--- src/rtl/bytecode_cpu_core_assert.svh ---
// ---------------------------------------------------------------------------
// Assertion macros for the bytecode processor core
// Shared concurrent assertion forms, clocked on clk and disabled in reset.
// ---------------------------------------------------------------------------
`ifndef BYTECODE_CPU_CORE_ASSERT_SVH
`define BYTECODE_CPU_CORE_ASSERT_SVH

// Same-cycle implication.
`define BCC_ASSERT_NOW(label, ante, cons, msg) \
    label: assert property (@(posedge clk) disable iff (!rst_n) (ante) |-> (cons)) \
        else $error(msg);

// Next-cycle implication.
`define BCC_ASSERT_NEXT(label, ante, cons, msg) \
    label: assert property (@(posedge clk) disable iff (!rst_n) (ante) |=> (cons)) \
        else $error(msg);

`endif

--- src/rtl/bcc_pkg.sv ---
// ---------------------------------------------------------------------------
// bcc_pkg
// Types, constants and helpers shared by the bytecode processor core.
// ---------------------------------------------------------------------------
`default_nettype none

package bcc_pkg;

    localparam int MEM_WORDS = 1024;
    localparam int NUM_REGS  = 10;
    localparam int MEM_AW    = $clog2(MEM_WORDS);
    localparam int REG_IW    = $clog2(NUM_REGS);
    localparam int CNT_W     = MEM_AW + 1;
    localparam int WORD_W    = 64;
    localparam int HALF_W    = 32;
    localparam int PC_W      = 10;
    localparam int ADDR_W    = 10;

    localparam logic [1:0] REQ_LOAD = 2'd0;
    localparam logic [1:0] REQ_EXEC = 2'd1;
    localparam logic [1:0] REQ_READ = 2'd2;

    typedef enum logic [4:0] {
        OP_JMP     = 5'd1,
        OP_HLT     = 5'd2,
        OP_MOVI    = 5'd3,
        OP_MOVR    = 5'd4,
        OP_ADDI    = 5'd5,
        OP_ADDR    = 5'd6,
        OP_SUBI    = 5'd7,
        OP_SUBR    = 5'd8,
        OP_JE      = 5'd9,
        OP_JNE     = 5'd10,
        OP_JL      = 5'd11,
        OP_JLE     = 5'd12,
        OP_JG      = 5'd13,
        OP_JGE     = 5'd14,
        OP_CMPI    = 5'd15,
        OP_CMPR    = 5'd16,
        OP_MULI    = 5'd17,
        OP_MULR    = 5'd18,
        OP_DIVI    = 5'd19,
        OP_DIVR    = 5'd20,
        OP_SYSCALL = 5'd21,
        OP_STOREI  = 5'd22,
        OP_STORER  = 5'd23,
        OP_INC     = 5'd24,
        OP_DEC     = 5'd25
    } opcode_t;

    typedef enum logic [2:0] {
        ERR_NONE     = 3'd0,
        ERR_BAD_OP   = 3'd1,
        ERR_BAD_SYS  = 3'd2,
        ERR_DIV0     = 3'd3,
        ERR_BAD_REG  = 3'd4,
        ERR_BAD_ADDR = 3'd5
    } err_t;

    typedef enum logic [1:0] {
        MRD_PC,
        MRD_P1,
        MRD_P2,
        MRD_WPTR
    } mrd_sel_t;

    typedef enum logic [1:0] {
        RF_SRC,
        RF_DST,
        RF_REQ
    } rf_sel_t;

    typedef enum logic [3:0] {
        S_CLEAR,
        S_IDLE,
        S_DISP,
        S_LOAD,
        S_CHAR_RD,
        S_CHAR,
        S_F0,
        S_F1,
        S_F2,
        S_F3,
        S_RDD,
        S_EXEC,
        S_MD_GO,
        S_MD_WAIT,
        S_MD_WB,
        S_DONE
    } state_t;

    typedef struct packed {
        logic [1:0]        req_type;
        logic [ADDR_W-1:0] address;
        logic [WORD_W-1:0] data;
    } item_t;

    typedef struct packed {
        logic [PC_W-1:0]   pc;
        logic              halted;
        logic [2:0]        error_code;
        logic              char_valid;
        logic [7:0]        char_out;
        logic              char_last;
        logic [WORD_W-1:0] read_value;
        logic              zero_flag;
        logic              sign_flag;
    } result_t;

    typedef struct packed {
        logic     clr_step;
        logic     capture;
        logic     mem_load;
        logic     mem_rd;
        mrd_sel_t mrd_sel;
        logic     lat_op;
        logic     lat_a;
        logic     lat_b;
        logic     rf_rd;
        rf_sel_t  rf_sel;
        logic     char_step;
        logic     exec;
        logic     md_start;
        logic     md_commit;
        logic     out_load;
    } cmd_t;

    typedef struct packed {
        logic [1:0] req;
        logic       stopped;
        logic       wr_busy;
        logic       go_md;
        logic       md_done;
        logic       clr_last;
        logic       out_free;
    } sts_t;

    // Sequential address step with wrap at the end of memory.
    function automatic logic [MEM_AW-1:0] next_addr(input logic [MEM_AW-1:0] p);
        return (32'(p) >= MEM_WORDS - 1) ? '0 : p + MEM_AW'(1);
    endfunction

endpackage

`default_nettype wire

--- src/rtl/bcc_ctrl.sv ---
// ---------------------------------------------------------------------------
// bcc_ctrl
// Sequencer: clears memory after reset, then steps each word through a load,
// a character write or fetch, operand read and execute, and result hand-off.
// ---------------------------------------------------------------------------
`default_nettype none

module bcc_ctrl (
    input  wire logic          clk,
    input  wire logic          rst_n,
    input  wire logic          item_valid,
    output logic               item_stall,
    input  wire bcc_pkg::sts_t sts,
    output bcc_pkg::cmd_t      cmd
);

    bcc_pkg::state_t state_reg, state_next;

    always_ff @(posedge clk or negedge rst_n)
    begin
        if (!rst_n)
        begin
            state_reg <= bcc_pkg::S_CLEAR;
        end
        else
        begin
            state_reg <= state_next;
        end
    end

    always_comb
    begin
        state_next = state_reg;
        unique case (state_reg)
            bcc_pkg::S_CLEAR:   if (sts.clr_last) state_next = bcc_pkg::S_IDLE;
            bcc_pkg::S_IDLE:    if (item_valid) state_next = bcc_pkg::S_DISP;
            bcc_pkg::S_DISP:
            begin
                if (sts.req == bcc_pkg::REQ_LOAD)
                begin
                    state_next = bcc_pkg::S_LOAD;
                end
                else if (sts.req == bcc_pkg::REQ_EXEC && !sts.stopped)
                begin
                    state_next = sts.wr_busy ? bcc_pkg::S_CHAR_RD : bcc_pkg::S_F0;
                end
                else
                begin
                    state_next = bcc_pkg::S_DONE;
                end
            end
            bcc_pkg::S_LOAD:    state_next = bcc_pkg::S_DONE;
            bcc_pkg::S_CHAR_RD: state_next = bcc_pkg::S_CHAR;
            bcc_pkg::S_CHAR:    state_next = bcc_pkg::S_DONE;
            bcc_pkg::S_F0:      state_next = bcc_pkg::S_F1;
            bcc_pkg::S_F1:      state_next = bcc_pkg::S_F2;
            bcc_pkg::S_F2:      state_next = bcc_pkg::S_F3;
            bcc_pkg::S_F3:      state_next = bcc_pkg::S_RDD;
            bcc_pkg::S_RDD:     state_next = sts.go_md ? bcc_pkg::S_MD_GO : bcc_pkg::S_EXEC;
            bcc_pkg::S_EXEC:    state_next = bcc_pkg::S_DONE;
            bcc_pkg::S_MD_GO:   state_next = bcc_pkg::S_MD_WAIT;
            bcc_pkg::S_MD_WAIT: if (sts.md_done) state_next = bcc_pkg::S_MD_WB;
            bcc_pkg::S_MD_WB:   state_next = bcc_pkg::S_DONE;
            bcc_pkg::S_DONE:    if (sts.out_free) state_next = bcc_pkg::S_IDLE;
            default:            state_next = bcc_pkg::S_IDLE;
        endcase
    end

    always_comb
    begin
        cmd        = '0;
        item_stall = (state_reg != bcc_pkg::S_IDLE);
        unique case (state_reg)
            bcc_pkg::S_CLEAR:   cmd.clr_step = 1'b1;
            bcc_pkg::S_IDLE:    cmd.capture  = item_valid;
            bcc_pkg::S_DISP:
            begin
                cmd.rf_rd  = 1'b1;
                cmd.rf_sel = bcc_pkg::RF_REQ;
            end
            bcc_pkg::S_LOAD:    cmd.mem_load = 1'b1;
            bcc_pkg::S_CHAR_RD:
            begin
                cmd.mem_rd  = 1'b1;
                cmd.mrd_sel = bcc_pkg::MRD_WPTR;
            end
            bcc_pkg::S_CHAR:    cmd.char_step = 1'b1;
            bcc_pkg::S_F0:
            begin
                cmd.mem_rd  = 1'b1;
                cmd.mrd_sel = bcc_pkg::MRD_PC;
            end
            bcc_pkg::S_F1:
            begin
                cmd.lat_op  = 1'b1;
                cmd.mem_rd  = 1'b1;
                cmd.mrd_sel = bcc_pkg::MRD_P1;
            end
            bcc_pkg::S_F2:
            begin
                cmd.lat_a   = 1'b1;
                cmd.mem_rd  = 1'b1;
                cmd.mrd_sel = bcc_pkg::MRD_P2;
            end
            bcc_pkg::S_F3:
            begin
                cmd.lat_b  = 1'b1;
                cmd.rf_rd  = 1'b1;
                cmd.rf_sel = bcc_pkg::RF_SRC;
            end
            bcc_pkg::S_RDD:
            begin
                cmd.rf_rd  = 1'b1;
                cmd.rf_sel = bcc_pkg::RF_DST;
            end
            bcc_pkg::S_EXEC:    cmd.exec      = 1'b1;
            bcc_pkg::S_MD_GO:   cmd.md_start  = 1'b1;
            bcc_pkg::S_MD_WAIT: cmd.md_start  = 1'b0;
            bcc_pkg::S_MD_WB:   cmd.md_commit = 1'b1;
            bcc_pkg::S_DONE:    cmd.out_load  = sts.out_free;
            default:            cmd           = '0;
        endcase
    end

endmodule

`default_nettype wire

--- config.mk ---
export PLATFORM = sky130hd
export DESIGN_NAME = bcc_ctrl
export DESIGN_NICKNAME = d
export VERILOG_FILES = /design/src/rtl/bytecode_cpu_core_assert.svh /design/src/rtl/bcc_pkg.sv /design/src/rtl/bcc_ctrl.sv
export SDC_FILE = /design/constraint.sdc
export NUM_CORES = 1
export LEC_CHECK = 0
export ABC_AREA = 1
export BUFFER_PORTS_ARGS = -buffer_cell sky130_fd_sc_hd__buf_2
export CAP_MARGIN = 20
export CORE_MARGIN = 2
export CORE_UTILIZATION = 35
export DETAILED_ROUTE_END_ITERATION = 8
export PLACE_DENSITY_LB_ADDON = 0.05
export REMOVE_ABC_BUFFERS = 1
export SYNTH_ARGS = -nofsm -noshare
export SYNTH_HDL_FRONTEND = slang
export SYNTH_SLANG_ARGS = --single-unit
--- constraint.sdc ---
create_clock -name clk -period 2.15 [get_ports clk]
set_clock_uncertainty 0.15 [all_clocks]
set_input_delay 0.3225 -clock clk [delete_from_list [all_inputs] [get_ports clk]]
set_output_delay 0.3225 -clock clk [all_outputs]
set_load 0.01 [all_outputs]
==> metrics.md <==
| Metric | Value |
|---|---|
| Placed Instances | `roughly 150` |
| Leakage | `0.577 nW` |
| Clk sink count | `4` |
| Startpoint type of the worst setup path | `register` |
| Count of final setup violators | `0` |
| Die area | `~2000 sq um` |
| Area leader, netlist | `nand2_1` |
| Initial core utilization | `38.4%` |
| Critical path class | `reg -> out` |
| Placed cell area | `roughly 760 sq um` |
| Slew Limit Headroom | `just under 80%` |
| Tcrit/Tclk final | `between 80% and 90%` |
| Slew Limit Fails | `0` |
| Clock power frac | `~7.6%` |
| Largest net degree at the start of global routing | `8` |
| Crit path capture type | `output pin` |
| Reg2reg setup slack | `~0.63 ns` |
| Share of post-route cells with drive strength above 1 | `40.1%` |
| Outcome | `complete, no violations` |
| Number of synthesized register bits | `4` |
| VDD IR max | `927 uV` |
| HPWL after detailed placement | `1310 um` |
| Std cell rows | `14` |
| Via Count | `734` |
| Antenna Nets Post-Route | `0` |
| Final GP Congestion | `about 0.84` |
| Main synth FF type | `dfrtp_1` |
| Psw | `0.692 mW` |
| Register area share after synthesis | `between 15 and 20%` |
| Synthesis Warnings | `0` |
| H-tree Lvls | `1` |
| Switching Share | `between 50% and 60%` |
| Clock Pin Slew Worst Setup and Hold Paths | `roughly 0.04 ns` |
| Fraction of registers with async set/reset | `100%` |
| Internal | `roughly 0.51 mW` |
| CTS buffer count | `3` |
| DRC viols | `0` |
| Final WL | `between 1500 and 2000 um` |
| Filler instances | `173` |
| Die X | `between 40 and 50 um` |
| Largest register FFs | `4` |
| GRT Overall Usage | `~17%` |
| Drt wl/cell | `~9.7 um` |
| Commonest cells post-synth | `nand2_1 (32), inv_1 (19), nor2_1 (16)` |
| CP required | `about 1.7 ns` |
| Worst Hold Class | `in -> reg` |
| Setup TNS | `0 ns` |
| Power Density | `approximately 1500 nW/um^2` |
| Core box area | `between 1500 and 2000 sq um` |
| Cell at the root of the clock tree | `clkbuf_4` |
| Slew @ Worst Pin | `around 0.31 ns` |
| Top cells by area, synth | `nand2_1 (20%), dfrtp_1 (17%), inv_1 (12%), nor2_1 (10%), nand2_2 (9.4%)` |
| Syn Std Cell Area | `around 600 sq um` |
| Sequential power share | `17.0%` |
| Vias in the first global route | `between 600 and 700` |
| Cell variety after synth | `18` |
| Final instance area | `792 sq um` |
| Fin crit period | `around 1.9 ns` |
| Mapped Avg Cell Area | `roughly 5.4 sq um` |
| Logic pwr share | `around 75%` |
| Final core utilization | `50.8%` |
| Initial DRT Pass Iterations | `4` |
| # diodes | `0` |
| Arrival @ worst endpoint | `1.42 ns` |
| Worst setup margin | `approximately 0.25 ns` |
| Ports | `29` |
| Nets | `155` |
| CTS Buffer Depth | `2` |
| Peak fanout along the critical path | `6` |
| Cells after synthesis | `110` |
| Fmax | `roughly 0.53 GHz` |
| Post-synth EDFFs | `0` |
| Initial DRC Count | `9` |
| Number of max-cap violations | `0` |
| Clk Latency, worst-skew pair | `roughly 0.23 ns` |
| CTS tree | `yes` |
| Final instance count without filler cells | `between 150 and 200` |
| Chip Height | `about 45 um` |
| Area growth, synth to finish | `32.2%` |
| Initial antenna violation count | `0` |
| First-pass GRT wire length | `2500 um` |
| Pre-CTS WS | `0.493 ns` |
| Total global routing overflow | `0` |
| RSZ-0062 raised after global routing | `no` |
| Most common cell in the netlist | `nand2_1` |
| IO buf count | `28` |
| Vias per cell | `4.65` |
| Final hold vios | `0` |
| Share of the synthesized area in the top cell type | `between 20% and 30%` |
| Post-CTS setup buffer count | `0` |
metrics by stage:
step / total power [mW] / hold slack, ns
4_1_cts: 1.22 / 0.272
3_3_place_gp: 1.11 / -0.0226
5_1_grt: 1.35 / 0.297
3_5_place_dp: 1.12 / -0.0217
2_1_floorplan: 0.862 / -0.123
6_report: 1.20 / 0.283
critical path, stage by stage (launching register included):
cell	delay [ns]
dfrtp_1	0.47
nor2_2	0.28
inv_1	0.08
nor2_2	0.11
inv_1	0.06
nand4_1	0.06
buf_2	0.13
layout make-up:
type                    count  area, sq um  share of cell area (%)
multi-input cells          81          405                    51.2
repair buffers             29          150                    19.0
flip-flops and latches      4          100                    12.6
inverters                  25         93.8                    11.8
clock buffers               3         22.5                    2.84
well taps                  16         20.0                    2.53
logic make-up after synthesis:
family	Yosys count	synth area share [%]
AND/OR/NAND/NOR	77	63.5
buffers and inverters	25	15.7
flip-flops	4	16.7
AO/OA/AOI/OAI	4	4.17
path summary, 6_finish.rpt:
check / cells past startpoint / end / from
min in group asynchronous: 2 / state_reg[1]$_DFFE_PN0P_ / rst_n
max in group asynchronous: 2 / state_reg[3]$_DFFE_PN0P_ / rst_n
max: 6 / cmd[13] / state_reg[1]$_DFFE_PN0P_
min: 4 / state_reg[1]$_DFFE_PN0P_ / sts[0]
max reg2reg: 7 / state_reg[0]$_DFFE_PN0P_ / state_reg[2]$_DFFE_PN0P_
min reg2reg: 2 / state_reg[3]$_DFFE_PN0P_ / state_reg[2]$_DFFE_PN0P_
power by group through the flow:
stage | Combinational [mW] | Clock, mW | Sequential [mW]
global route | 1.03 | 0.102 | 0.211
finish | 0.905 | 0.0914 | 0.205
global placement | 0.908 | 0 | 0.202
CTS | 0.920 | 0.0942 | 0.205
detailed placement | 0.914 | 0 | 0.205
floorplan | 0.672 | 0 | 0.190
timing repair:
item	4_1_cts	5_1_grt
hold endpoints to repair	4	0
hold buffers	1	0
setup endpoints to repair	0	0
gates resized for setup	0	0
cell usage in the layout (no fill, tap or decap):
cell | Yosys | final
inv_1 | 19 | 19
nor3_2 | 1 | 1
nor2_1 | 16 | 16
nand3b_1 | 1 | 1
o22ai_1 | 1 | 1
clkbuf_4 | 0 | 3
nor2_2 | 4 | 4
nand3b_2 | 1 | 1
o21ai_1 | 1 | 1
a21oi_1 | 1 | 1
dlygate4sd3_1 | 0 | 1
nand2_2 | 9 | 9
nor2_4 | 3 | 3
a21oi_2 | 1 | 1
nand3_2 | 1 | 1
nand3_1 | 8 | 8
buf_2 | 0 | 28
dfrtp_1 | 4 | 4
nand2_1 | 32 | 32
nand4_1 | 1 | 1
inv_2 | 6 | 6
metal layers:
layer	vias up	GRT usage [%]	share of wire, %
met5	-	0	0
met4	0	5.29	0.52
met3	2	3.57	3.9
met2	20	27.9	48
met1	316	21.1	47
li1	396	-	-
Power figures use the tool's default switching activity.
